<file path="config.mk">
export PLATFORM = sky130hd
export DESIGN_NAME = fet_queue
export DESIGN_NICKNAME = d
export VERILOG_FILES = /design/src/hw/rtl/fractal_escape_time_unit_macros.svh /design/src/hw/rtl/fet_pkg.sv /design/src/hw/rtl/fet_queue.sv
export SDC_FILE = /design/constraint.sdc
export NUM_CORES = 1
export LEC_CHECK = 0
export BUFFER_PORTS_ARGS = -buffer_cell sky130_fd_sc_hd__buf_4
export CAP_MARGIN = 20
export CORE_MARGIN = 2
export CORE_UTILIZATION = 43
export DETAILED_ROUTE_END_ITERATION = 16
export HOLD_SLACK_MARGIN = 0.1
export PLACE_DENSITY = 0.77
export SLEW_MARGIN = 5
export SYNTH_ARGS = -nofsm -noshare
export SYNTH_HDL_FRONTEND = slang
export SYNTH_SLANG_ARGS = --single-unit
</file>
<file path="constraint.sdc">
create_clock -name clk_i -period 5.3 [get_ports clk_i]
set_input_delay 0 -clock clk_i [delete_from_list [all_inputs] [get_ports clk_i]]
set_output_delay 0 -clock clk_i [all_outputs]
set_load 0.005 [all_outputs]
</file>
<file path="src/hw/rtl/fractal_escape_time_unit_macros.svh">
// Assertion macros for the escape-time unit RTL.
// Files that check their own logic include this header; it depends on clk_i and rst_ni.
`ifndef FRACTAL_ESCAPE_TIME_UNIT_MACROS_SVH
`define FRACTAL_ESCAPE_TIME_UNIT_MACROS_SVH

// Same-cycle implication, checked out of reset.
`define FET_ASSERT_IMP(lbl, ante, cons, msg) \
  lbl: assert property (@(posedge clk_i) disable iff (!rst_ni) (ante) |-> (cons)) \
    else $error(msg);

// Next-cycle implication, checked out of reset.
`define FET_ASSERT_NXT(lbl, ante, cons, msg) \
  lbl: assert property (@(posedge clk_i) disable iff (!rst_ni) (ante) |=> (cons)) \
    else $error(msg);

`endif

</file>
<file path="src/hw/rtl/fet_pkg.sv">
// Package for the escape-time fractal unit: types, register codes and fixed-point helpers.
// No dependencies; used by every module of the unit.
`default_nettype none

package fet_pkg;

  localparam int unsigned MaxIterDef     = 64;
  localparam int unsigned ImageWidthDef  = 1024;
  localparam int unsigned ImageHeightDef = 1024;

  localparam int unsigned PixW   = 10;
  localparam int unsigned DataW  = 32;
  localparam int unsigned CntOutW = 7;
  localparam int unsigned CfgIdxW = 3;
  localparam int unsigned QDepth  = 2;

  // Coordinate divider widths: magnitude of pixel offset, scaled numerator,
  // zoom times image size, and the kept quotient bits.
  localparam int unsigned MagW  = 12;
  localparam int unsigned NumW  = 14;
  localparam int unsigned DenW  = 45;
  localparam int unsigned QuoW  = 34;
  localparam int unsigned DivSteps = NumW + 52;

  typedef enum logic [1:0] {
    MODE_JULIA  = 2'd0,
    MODE_MANDEL = 2'd1,
    MODE_CUBIC  = 2'd2,
    MODE_NONE   = 2'd3
  } mode_e;

  typedef enum logic [CfgIdxW-1:0] {
    REG_MODE     = 3'd0,
    REG_ZOOM     = 3'd1,
    REG_OFF_RE   = 3'd2,
    REG_OFF_IM   = 3'd3,
    REG_C_RE     = 3'd4,
    REG_C_IM     = 3'd5,
    REG_START_RE = 3'd6,
    REG_START_IM = 3'd7
  } reg_idx_e;

  typedef struct packed {
    mode_e              mode;
    logic [DataW-1:0]   zoom;
    logic signed [DataW-1:0] off_re;
    logic signed [DataW-1:0] off_im;
    logic signed [DataW-1:0] c_re;
    logic signed [DataW-1:0] c_im;
    logic signed [DataW-1:0] start_re;
    logic signed [DataW-1:0] start_im;
  } cfg_t;

  // One classified pixel travelling from the front to the iteration engine.
  typedef struct packed {
    logic [PixW-1:0]         x;
    logic [PixW-1:0]         y;
    mode_e                   mode;
    logic signed [DataW-1:0] p_re;
    logic signed [DataW-1:0] p_im;
  } item_t;

  function automatic logic signed [DataW-1:0] sat32(input logic signed [63:0] v);
    logic signed [63:0] hi;
    logic signed [63:0] lo;
    hi = 64'sh0000_0000_7FFF_FFFF;
    lo = -64'sh0000_0000_8000_0000;
    if (v > hi) begin
      return DataW'(hi);
    end else if (v < lo) begin
      return DataW'(lo);
    end
    return DataW'(v);
  endfunction

  // Raw product floored by 2^28 and saturated to Q4.28.
  function automatic logic signed [DataW-1:0] mulq(input logic signed [63:0] p);
    return sat32(p >>> 28);
  endfunction

endpackage

`default_nettype wire

</file>
<file path="src/hw/rtl/fet_queue.sv">
// Short queue of classified pixels between the front end and the iteration engine.
// Depends on fet_pkg.
`default_nettype none

module fet_queue
  import fet_pkg::*;
(
  input  logic  clk_i,
  input  logic  rst_ni,
  input  logic  push_i,
  input  item_t item_i,
  output logic  full_o,
  input  logic  pop_i,
  output item_t item_o,
  output logic  empty_o
);

  localparam int unsigned AW = (QDepth > 1) ? $clog2(QDepth) : 1;

  item_t         mem_q [QDepth];
  logic [AW-1:0] wr_q, rd_q;
  logic [AW:0]   cnt_q;
  logic          do_push, do_pop;

  assign full_o  = (cnt_q == (AW+1)'(QDepth));
  assign empty_o = (cnt_q == '0);
  assign item_o  = mem_q[rd_q];
  assign do_push = push_i && !full_o;
  assign do_pop  = pop_i && !empty_o;

  always_ff @(posedge clk_i or negedge rst_ni) begin
    if (!rst_ni) begin
      wr_q  <= '0;
      rd_q  <= '0;
      cnt_q <= '0;
    end else begin
      if (do_push) begin
        wr_q <= (wr_q == AW'(QDepth - 1)) ? '0 : wr_q + 1'b1;
      end
      if (do_pop) begin
        rd_q <= (rd_q == AW'(QDepth - 1)) ? '0 : rd_q + 1'b1;
      end
      cnt_q <= cnt_q + (AW+1)'(do_push) - (AW+1)'(do_pop);
    end
  end

  always_ff @(posedge clk_i) begin
    if (do_push) begin
      mem_q[wr_q] <= item_i;
    end
  end

endmodule

`default_nettype wire

</file>
==> results.md <==
- Vertical extent of the die: around 130 um
- ANT cells: 0
- Leading cell type in the layout, fill and taps excluded: sky130_fd_sc_hd__buf_4
- Clock H-tree levels: 4
- Seq cells post-synth: 176
- Crit-path max FO: 45
- Total clock buffers created by CTS: 17
- Buffers inserted during post-CTS setup optimization: 0
- Number of nets in the layout: approximately 660
- Number of nets produced by synthesis: around 380
- Run status: completed
- Net switching fraction of the power: 0.2622
- Accumulated negative setup slack: 0 ns
- Overall Global Routing Usage: 0.1614
- Placement row count: 45
- Placeable core region: 15030 sq um
- Max-cap violations: 0
- Layout area overhead: 47.19%
- ANT nets after route: 0
- Mapped cell area: 6525 sq um
- Setup repair after global routing missed its margin: false
- Total gr overflow: 0
- Cell area after layout: about 9600 sq um
- Worst setup path class: reg2out
- Fraction of power consumed by the clock network: 0.266
- Power density of the placed cells: roughly 500 nW/um^2
- Number of I/O port buffers: between 150 and 200
- Highest clock rate: approximately 400 MHz
- CP cell instances: buf_4 -> mux2_2 -> buf_4
- Placer congestion estimate: 0.6978
- Residual DRC count: 0
- Ratio of cells with drive above 1 in the final layout: 0.5224
- DRT Wirelength: about 13000 um
- Clock tree from TritonCTS: done
- Buffer depth of the longest clock path: 2
- Wire length of the first global-routing pass: around 20000 um
- Via density per instance: around 4.7
- Synth unique cells: 15
- Share of the clock period used by the worst path: 0.4812
- Maximum clock skew at final layout: about 0.0047 ns
- Root Buffer Master: sky130_fd_sc_hd__clkbuf_16
- Leakage: about 3.7 nW
- TritonCTS sink count: between 150 and 200
- TritonRoute pass-1 iters: 4
- Sort of element at the end of the critical path: output port
- Synthesized instance count: ~290
- Sequential-to-total area share from yosys stat: 0.8069
- Sequential share of power: 0.429
- Startpoint class of the critical path: flip-flop
- Min Clock Period, post-route: ~2.6 ns
- Cell area reported after detailed placement: around 8100 sq um
- Final setup fails: 0
- Required arrival time at the worst endpoint: 5.30 ns
- VDD IR-drop max: about 260 uV
- Die span in x: 127.2 um
- Average cell area after synthesis: 22.81 sq um
- P_int: between 0.003 and 0.004 W
- Tightest hold margin: ~0.3 ns
- Count of routing violations after the opening detailed-route iteration: approximately 200
- Reg clk slew, reported paths: about 0.070 ns
- Detail Placement HPWL: 7636 um
- Commonest cells after routing, fill and taps aside: sky130_fd_sc_hd__buf_4 (180), sky130_fd_sc_hd__edfxtp_1 (172), sky130_fd_sc_hd__dlygate4sd3_1 (90)
- Most Frequent Cell on Critical Path: sky130_fd_sc_hd__buf_4
- Transition time at the pin with the least slew margin: around 0.75 ns
- Max-slew violations: 0
- Non-filler cells in the finished layout: between 700 and 800
- Placed insts: between 600 and 700
- Number of filler cells placed in the layout: around 1000
- Count of endpoints failing hold in the final timing report: 0
- Die outline area: 16180 sq um
- Worst endpoint data arrival time: around 2.6 ns
- Vias after detailed routing: 3633
- YS warnings: 0
- Effective utilization at floorplan: 0.4340
- Worst slew margin: 0.4984
- Cell at the slowest stage of the critical path: sky130_fd_sc_hd__dfrtp_4
- Number of ports placed on the die boundary: 178
- Antenna violations before repair: 0
- Hold/Removal Path Class: in2reg
- Wire length per cell after detailed routing: 16.79 um
- Combinational Power Share: 0.305
- Switching Power: 0.001250 W
- Via count of the first global-routing pass: 3890
- Delay contributed by the slowest stage of the critical path: approximately 0.82 ns
- Largest net degree at the start of global routing: 46
- Clk Latency, worst-skew pair: 0.42 ns
==> layer usage <==
metal	vias up	GRT usage	wire [um]
met3	15	0.06240	859
met2	145	0.2793	6818
li1	1690	-	-
met4	0	0.06593	192
met1	1783	0.1796	5024
met5	-	0	0
==> cell families after synthesis <==
group / share of synthesized area
flops: 0.8069
buf+inv: 0.01361
fa+ha+maj: 0.003834
simple gates: 0.004604
mux: 0.1657
xor+xnor: 0.005370
==> synthesized netlist by cell type <==
cell type                  number  area, sq um
sky130_fd_sc_hd__edfxtp_1     172         5165
sky130_fd_sc_hd__nand2b_1       1        6.260
sky130_fd_sc_hd__nor2_1         2        7.510
sky130_fd_sc_hd__mux2_2        56        630.6
sky130_fd_sc_hd__buf_6          5        56.30
sky130_fd_sc_hd__xnor2_1        3        26.28
sky130_fd_sc_hd__inv_1          2        7.510
sky130_fd_sc_hd__nand2_1        1        3.750
sky130_fd_sc_hd__xor2_1         1        8.760
sky130_fd_sc_hd__mux2_4        30        450.4
sky130_fd_sc_hd__nor2b_1        1        6.260
sky130_fd_sc_hd__ha_1           2        25.02
sky130_fd_sc_hd__buf_2          5        25.02
sky130_fd_sc_hd__and3_1         1        6.260
sky130_fd_sc_hd__dfrtp_1        4        100.1
==> power by group through the flow <==
stage	clock network [W]	logic (W)	registers, W
floorplan	0	0.000813	0.00202
global placement	0	0.00136	0.00206
detailed placement	0	0.00140	0.00208
CTS	0.00130	0.00146	0.00205
global route	0.00134	0.00157	0.00208
finish	0.00127	0.00146	0.00204
==> critical path, delay by kind of cell, from the launching register on <==
family / cells / cell delay [ns]
muxes: 1 / 0.42
DFF: 1 / 0.82
buffers and inverters: 2 / 0.84
==> state kept, by name, summed over array words and instances (netlist names) <==
signal  count
cnt_q       2
rd_q        1
wr_q        1
mem_q     172
==> layout make-up <==
type	count	area [sq um]	share of cell area
Multi-Input combinational cell	98	1184	0.1232
Clock buffer	17	425.4	0.04429
Clock inverter	15	183.9	0.01915
Timing Repair Buffer	272	2300	0.2394
Sequential cell	176	5269	0.5486
Tap cell	188	235.2	0.02449
Inverter	2	7.507	0.0007817
==> what timing repair did <==
action	CTS	global route
hold buffers	90	0
endpoints found under the setup margin	0	0
gates resized for setup	0	0
endpoints found under the hold margin	178	0
==> through the flow <==
step / util / setup WS (ns) / power [W]
5_1_grt: 0.6389 / 2.606 / 0.004990
2_1_floorplan: - / 0.5890 / 0.002829
6_report: 0.6389 / 2.750 / 0.004768
4_1_cts: 0.6375 / 2.686 / 0.004803
3_5_place_dp: 0.5371 / 2.699 / 0.003476
3_3_place_gp: 0.5352 / 2.747 / 0.003419
==> worst paths after layout <==
check,from,endpoint,depth (start not counted),slack [ns]
worst max-delay path,rd_q,item_o[15],3,2.75
worst max register to register,cnt_q[0],mem_q[0][52],5,3.19
worst min register to register,cnt_q[1],cnt_q[1],1,0.52
max in group asynchronous,rst_ni,rd_q,3,4.58
worst min-delay path,item_i[31],mem_q[0][31],2,0.31
min in group asynchronous,rst_ni,rd_q,3,0.52
Note: power is estimated with default switching activity, not from simulation.
