[src/hw/rtl/fractal_escape_time_unit_macros.svh]
// Assertion macros for the escape-time unit RTL.
// Files that check their own logic include this header; it depends on clk_i and rst_ni.
`ifndef FRACTAL_ESCAPE_TIME_UNIT_MACROS_SVH
`define FRACTAL_ESCAPE_TIME_UNIT_MACROS_SVH

// Same-cycle implication, checked out of reset.
`define FET_ASSERT_IMP(lbl, ante, cons, msg) \
  lbl: assert property (@(posedge clk_i) disable iff (!rst_ni) (ante) |-> (cons)) \
    else $error(msg);

// Next-cycle implication, checked out of reset.
`define FET_ASSERT_NXT(lbl, ante, cons, msg) \
  lbl: assert property (@(posedge clk_i) disable iff (!rst_ni) (ante) |=> (cons)) \
    else $error(msg);

`endif

[src/hw/rtl/fet_pkg.sv]
// Package for the escape-time fractal unit: types, register codes and fixed-point helpers.
// No dependencies; used by every module of the unit.
`default_nettype none

package fet_pkg;

  localparam int unsigned MaxIterDef     = 64;
  localparam int unsigned ImageWidthDef  = 1024;
  localparam int unsigned ImageHeightDef = 1024;

  localparam int unsigned PixW   = 10;
  localparam int unsigned DataW  = 32;
  localparam int unsigned CntOutW = 7;
  localparam int unsigned CfgIdxW = 3;
  localparam int unsigned QDepth  = 2;

  // Coordinate divider widths: magnitude of pixel offset, scaled numerator,
  // zoom times image size, and the kept quotient bits.
  localparam int unsigned MagW  = 12;
  localparam int unsigned NumW  = 14;
  localparam int unsigned DenW  = 45;
  localparam int unsigned QuoW  = 34;
  localparam int unsigned DivSteps = NumW + 52;

  typedef enum logic [1:0] {
    MODE_JULIA  = 2'd0,
    MODE_MANDEL = 2'd1,
    MODE_CUBIC  = 2'd2,
    MODE_NONE   = 2'd3
  } mode_e;

  typedef enum logic [CfgIdxW-1:0] {
    REG_MODE     = 3'd0,
    REG_ZOOM     = 3'd1,
    REG_OFF_RE   = 3'd2,
    REG_OFF_IM   = 3'd3,
    REG_C_RE     = 3'd4,
    REG_C_IM     = 3'd5,
    REG_START_RE = 3'd6,
    REG_START_IM = 3'd7
  } reg_idx_e;

  typedef struct packed {
    mode_e              mode;
    logic [DataW-1:0]   zoom;
    logic signed [DataW-1:0] off_re;
    logic signed [DataW-1:0] off_im;
    logic signed [DataW-1:0] c_re;
    logic signed [DataW-1:0] c_im;
    logic signed [DataW-1:0] start_re;
    logic signed [DataW-1:0] start_im;
  } cfg_t;

  // One classified pixel travelling from the front to the iteration engine.
  typedef struct packed {
    logic [PixW-1:0]         x;
    logic [PixW-1:0]         y;
    mode_e                   mode;
    logic signed [DataW-1:0] p_re;
    logic signed [DataW-1:0] p_im;
  } item_t;

  function automatic logic signed [DataW-1:0] sat32(input logic signed [63:0] v);
    logic signed [63:0] hi;
    logic signed [63:0] lo;
    hi = 64'sh0000_0000_7FFF_FFFF;
    lo = -64'sh0000_0000_8000_0000;
    if (v > hi) begin
      return DataW'(hi);
    end else if (v < lo) begin
      return DataW'(lo);
    end
    return DataW'(v);
  endfunction

  // Raw product floored by 2^28 and saturated to Q4.28.
  function automatic logic signed [DataW-1:0] mulq(input logic signed [63:0] p);
    return sat32(p >>> 28);
  endfunction

endpackage

`default_nettype wire

[src/hw/rtl/fet_front.sv]
// Front end: takes pixel beats and maps them to complex points with two bit-serial dividers.
// Depends on fet_pkg.
`default_nettype none

module fet_front
  import fet_pkg::*;
#(
  parameter int unsigned IMAGE_WIDTH  = ImageWidthDef,
  parameter int unsigned IMAGE_HEIGHT = ImageHeightDef
) (
  input  logic            clk_i,
  input  logic            rst_ni,
  input  cfg_t            cfg_i,
  input  logic            push,
  output logic            full,
  input  logic [PixW-1:0] pixel_x_i,
  input  logic [PixW-1:0] pixel_y_i,
  output logic            q_push_o,
  output item_t           q_item_o,
  input  logic            q_full_i
);

  localparam int unsigned StepW = $clog2(DivSteps + 1);

  typedef enum logic [1:0] {
    ST_IDLE,
    ST_DIV,
    ST_PUSH
  } state_e;

  state_e                 state_q;
  logic [StepW-1:0]       step_q;
  logic [PixW-1:0]        x_q, y_q;
  mode_e                  mode_q;
  logic [NumW-1:0]        num_q [2];
  logic [DenW-1:0]        den_q [2];
  logic [DenW:0]          rem_q [2];
  logic [QuoW-1:0]        quo_q [2];
  logic                   ovf_q [2];
  logic                   neg_q [2];

  logic signed [13:0]     dx, dy;
  logic [MagW-1:0]        mx, my;
  logic [DataW-1:0]       zoom_eff;
  logic [DenW:0]          rem_sh [2];
  logic                   ge [2];
  logic signed [DataW-1:0] coord [2];
  logic signed [DataW-1:0] off [2];

  assign dx = 14'(pixel_x_i) - 14'(IMAGE_WIDTH / 2);
  assign dy = 14'(pixel_y_i) - 14'(IMAGE_HEIGHT / 2);
  assign mx = dx[13] ? MagW'(-dx) : MagW'(dx);
  assign my = dy[13] ? MagW'(-dy) : MagW'(dy);
  assign zoom_eff = (cfg_i.zoom == '0) ? DataW'(1) : cfg_i.zoom;
  assign off[0] = cfg_i.off_re;
  assign off[1] = cfg_i.off_im;

  always_comb begin
    logic [QuoW-1:0]     qm;
    logic signed [63:0]  sv;
    for (int l = 0; l < 2; l++) begin
      rem_sh[l] = {rem_q[l][DenW-1:0], num_q[l][NumW-1]};
      ge[l]     = rem_sh[l] >= {1'b0, den_q[l]};
      qm        = ovf_q[l] ? '1 : quo_q[l];
      sv        = $signed({30'd0, qm});
      if (neg_q[l]) begin
        sv = -sv;
      end
      coord[l]  = sat32(sv + 64'(off[l]));
    end
  end

  assign full     = (state_q != ST_IDLE);
  assign q_push_o = (state_q == ST_PUSH) && !q_full_i;
  assign q_item_o = '{x: x_q, y: y_q, mode: mode_q, p_re: coord[0], p_im: coord[1]};

  always_ff @(posedge clk_i or negedge rst_ni) begin
    if (!rst_ni) begin
      state_q <= ST_IDLE;
      step_q  <= '0;
    end else begin
      unique case (state_q)
        ST_IDLE: begin
          if (push) begin
            state_q <= ST_DIV;
            step_q  <= '0;
          end
        end
        ST_DIV: begin
          if (step_q == StepW'(DivSteps - 1)) begin
            state_q <= ST_PUSH;
          end
          step_q <= step_q + 1'b1;
        end
        ST_PUSH: begin
          if (!q_full_i) begin
            state_q <= ST_IDLE;
          end
        end
        default: state_q <= ST_IDLE;
      endcase
    end
  end

  // Datapath: restoring division of num * 2^52 by zoom * size, one bit a cycle.
  always_ff @(posedge clk_i) begin
    if (state_q == ST_IDLE && push) begin
      x_q      <= pixel_x_i;
      y_q      <= pixel_y_i;
      mode_q   <= cfg_i.mode;
      num_q[0] <= NumW'({mx, 1'b0}) + NumW'(mx);
      num_q[1] <= NumW'({my, 1'b0});
      den_q[0] <= DenW'(zoom_eff) * DenW'(IMAGE_WIDTH);
      den_q[1] <= DenW'(zoom_eff) * DenW'(IMAGE_HEIGHT);
      neg_q[0] <= dx[13];
      neg_q[1] <= dy[13];
      for (int l = 0; l < 2; l++) begin
        rem_q[l] <= '0;
        quo_q[l] <= '0;
        ovf_q[l] <= 1'b0;
      end
    end else if (state_q == ST_DIV) begin
      for (int l = 0; l < 2; l++) begin
        num_q[l] <= {num_q[l][NumW-2:0], 1'b0};
        rem_q[l] <= ge[l] ? (rem_sh[l] - {1'b0, den_q[l]}) : rem_sh[l];
        quo_q[l] <= {quo_q[l][QuoW-2:0], ge[l]};
        ovf_q[l] <= ovf_q[l] | quo_q[l][QuoW-1];
      end
    end
  end

endmodule

`default_nettype wire

[config.mk]
export PLATFORM = sky130hd
export DESIGN_NAME = fet_front
export DESIGN_NICKNAME = d
export VERILOG_FILES = /design/src/hw/rtl/fractal_escape_time_unit_macros.svh /design/src/hw/rtl/fet_pkg.sv /design/src/hw/rtl/fet_front.sv
export SDC_FILE = /design/constraint.sdc
export NUM_CORES = 1
export LEC_CHECK = 0
export ABC_CLOCK_PERIOD_IN_PS = 23300
export BUFFER_PORTS_ARGS = -buffer_cell sky130_fd_sc_hd__buf_4
export CORE_MARGIN = 1
export CORE_UTILIZATION = 50
export DETAILED_ROUTE_END_ITERATION = 8
export PLACE_DENSITY_LB_ADDON = 0.1
export SYNTH_ARGS = -nofsm -noshare
export SYNTH_HDL_FRONTEND = slang
export SYNTH_SLANG_ARGS = --single-unit
[constraint.sdc]
create_clock -name clk_i -period 23.3 [get_ports clk_i]
set_input_delay 2.33 -clock clk_i [delete_from_list [all_inputs] [get_ports clk_i]]
set_output_delay 2.33 -clock clk_i [all_outputs]
set_load 0.01 [all_outputs]
==> key figures <==
Routing
  – Drt pass-1 iters: 5
  – Final WL: 68.5 mm
  – Metal-1 WL: roughly 32 mm
  – Top sig layer: met4
  – Via Count: roughly 23,000
  – 1st-iter DRT viols: 1,557
  – DRC violation count after routing: 0
  – Met3 Routed Length: 2.58 mm
  – Via/cell ratio: ~6.1
  – Avg WL per Cell: between 15 and 20 um
  – Met2 Wirelength: 32.1 mm
  – Antenna-violating nets left: 0

Timing
  – Final min period: between 10 and 15 ns
  – Final Cycle Share: roughly 54%
  – Slew Viols, Final: 0
  – Fmax: just under 80 MHz
  – Fin Setup TNS: 0 ns
  – Hold Worst Slack: ~0.5 ns
  – Endpoints failing hold: 0
  – Clk_skew: 0.0347 ns
  – Slew margin rel.: about 35%
  – Worst-margin pin slew: 0.976 ns
  – Final setup violation count: 0
  – Unrepaired setup endpoints after global routing: false

Clocking
  – CTS tree: built
  – Max H-tree Level: 1
  – Root Driver: clkbuf_16
  – Clock-pin slew on the worst setup and hold paths: approximately 0.07 ns
  – Post-CTS sizing: 0
  – Max clock buf depth: 3
  – Hold_buf cts: 0
  – Clock sinks: approximately 250
  – Num CTS Buffers: 25
  – Clock Latency Late Sink: between 0.5 and 0.6 ns
  – Setup bufs post-CTS: 0

Place
  – HPWL Detailed: approximately 53 mm
  – Port buffer count: about 210
  – GP Congestion: around 0.95

Die
  – Core area: approximately 50,000 um2
  – Ports: between 300 and 400
  – Site Rows: roughly 80
  – Die outline height: between 200 and 250 um
  – Die ar.: slightly above 50,000 um2
  – Die Width: 226 um
  – Initial core utilization: between 50 and 60%

Power and ir drop
  – Final Power: around 1.1 mW
  – PwrDens: 41.1 nW/um2
  – Leakage: approximately 11 nW
  – Peak VDD IR: ~60 uV

Yosys
  – Top FF cell, synth: edfxtp_1
  – EDFF count, synth: approximately 240
  – Cells after Synth: between 3,000 and 4,000
  – Post-synth top area share: 29.0%
  – Synth top area cells: edfxtp_1 (29%), ha_1 (10%), a21oi_1 (5.3%)
  – Cell area after synthesis: approximately 25,000 um2
  – Syn Area/Cell: roughly 8 um2
  – Post-synthesis cell type count: between 90 and 100
  – Synth area leader: edfxtp_1
  – Synth Register Bits: 252
  – YS warnings: 0
  – Sequential share of the synthesized area: between 20% and 30%
  – Async set or reset register ratio after synthesis: 3.57%

Setup path
  – Crit path depth: 29
  – CP max stage delay: 0.77 ns
  – CP Capture Type: output pin
  – Reg2reg end: rem_q[0][39]
  – Crit path max-delay family: simple AND/OR/NAND/NOR gates
  – CP Launch Type: register
  – FF-to-FF setup slack: 18.71 ns
  – CP arrival: between 10 and 15 ns
  – Buffers and inverters on the worst path: 3
  – Critical-path maximum fanout: 51
  – CP dominant cell by count: or4_4
  – Critical path class: register to output pin
  – Worst Setup SP: ovf_q[0][0]
  – Crit-path slowest cell: o41a_1
  – Worst r2r src: den_q[0][32]
  – Worst R2R Path Depth: 14
  – Critical path endpoint: q_item_o[42]
  – Data required, critical path: 20.97 ns

GRT
  – Gr usage total: between 20% and 30%
  – Pin count of the biggest net entering global routing: between 100 and 150
  – Vias in the first global route: ~22,000
  – Global-route wire length before repair: around 110 mm
  – Total gr overflow: 0
  – Antenna violations before repair: 0

Outcome
  – Status: finished, final reports clean

Finish
  – Layout cells sized above 1: around 10%
  – Antenna cells: 0
  – Final nets: 3,610
  – Area grow syn2layout: 10.9%
  – Layout Utilization: a little under three fifths

Job
  – Max_cap viols: 0

Hold path
  – Hold crit path type: register to register
per-stage QoR:
stage | setup slack (ns) | instance area [um2] | cells
after floorplan | 12.40 | 25100 | 3079
after global placement | 11.62 | 27000 | 3783
after detailed placement | 11.33 | 27000 | 3783
after CTS | 10.72 | 27900 | 3829
after global routing | 10.04 | 27900 | 3829
final | 10.63 | 27900 | 3829
synth_stat cells, types with 73 or more instances:
cell,number
nand2_1,281
nor2_1,277
a21oi_1,264
edfxtp_1,243
ha_1,209
clkbuf_1,177
o21ai_0,167
inv_1,121
xor2_1,111
a21o_1,101
and2_1,101
xnor2_1,95
o21ai_1,75
nand4_1,73
cell families after synthesis:
logic type	synth area share, %
other	0.0299
XOR/XNOR	7.18
AND/OR/NAND/NOR	21.7
multiplexers	1.67
buffers and inverters	4.59
adder cells (fa/ha/maj)	10.8
AO/OA/AOI/OAI	24.1
flip-flops	29.9
sequential cells by signal (all words and copies together) (netlist names):
name	count
x_q	10
ovf_q	2
step_q	7
state_q	2
neg_q	2
mode_q	2
rem_q	90
num_q	27
den_q	32
y_q	10
quo_q	68
per-layer routing:
metal / up-vias / GRT usage, %
met4: 0 / 6.30
met1: 11100 / 36.4
met5: - / 0
met2: 501 / 43.9
li1: 11500 / -
met3: 94 / 1.77
worst min path at each step:
stage,cells after the start,from,slack [ns],endpoint
floorplan,1,step_q[6],0.45,step_q[6]
global placement,1,step_q[6],0.48,step_q[6]
detailed placement,1,step_q[4],0.51,step_q[4]
CTS,1,num_q[0][26],0.49,num_q[0][27]
global route,1,num_q[0][26],0.53,num_q[0][27]
finish,1,num_q[0][26],0.49,num_q[0][27]
power by group:
group          switching, mW  internal [mW]
clock                  0.188          0.236
combinational          0.132         0.0975
sequential                 0          0.490
area by class of cell:
class,count,area [um2]
fill,4645,21400
multi-input combinational,2522,16500
sequential,252,7520
timing repair buffer,224,1680
tap,664,831
clock buffer,25,626
inverter,121,459
clock inverter,21,234
placed cells by master (no fill, tap or decap), types with 16 or more instances in the layout:
cell and count:
nand3_1 61, or3_1 38, nor2b_1 32, a21oi_1 263, nand2_1 281, mux2i_1 34, o21ai_0 167, xor2_1 111
o211ai_1 20, a31oi_1 33, inv_1 119, ha_1 209, o21ai_1 75, nor4_1 40, o31a_1 22, nand4_1 73
and3_1 22, nand2b_1 26, xnor2_1 95, o21a_1 59, nor3_1 66, a21o_1 101, and2_1 101, buf_4 224
clkbuf_16 25, a211oi_1 41, edfxtp_1 243, o31ai_1 16, nor2_1 277, o21bai_1 29
No activity file was read; power rests on OpenSTA's default activity.
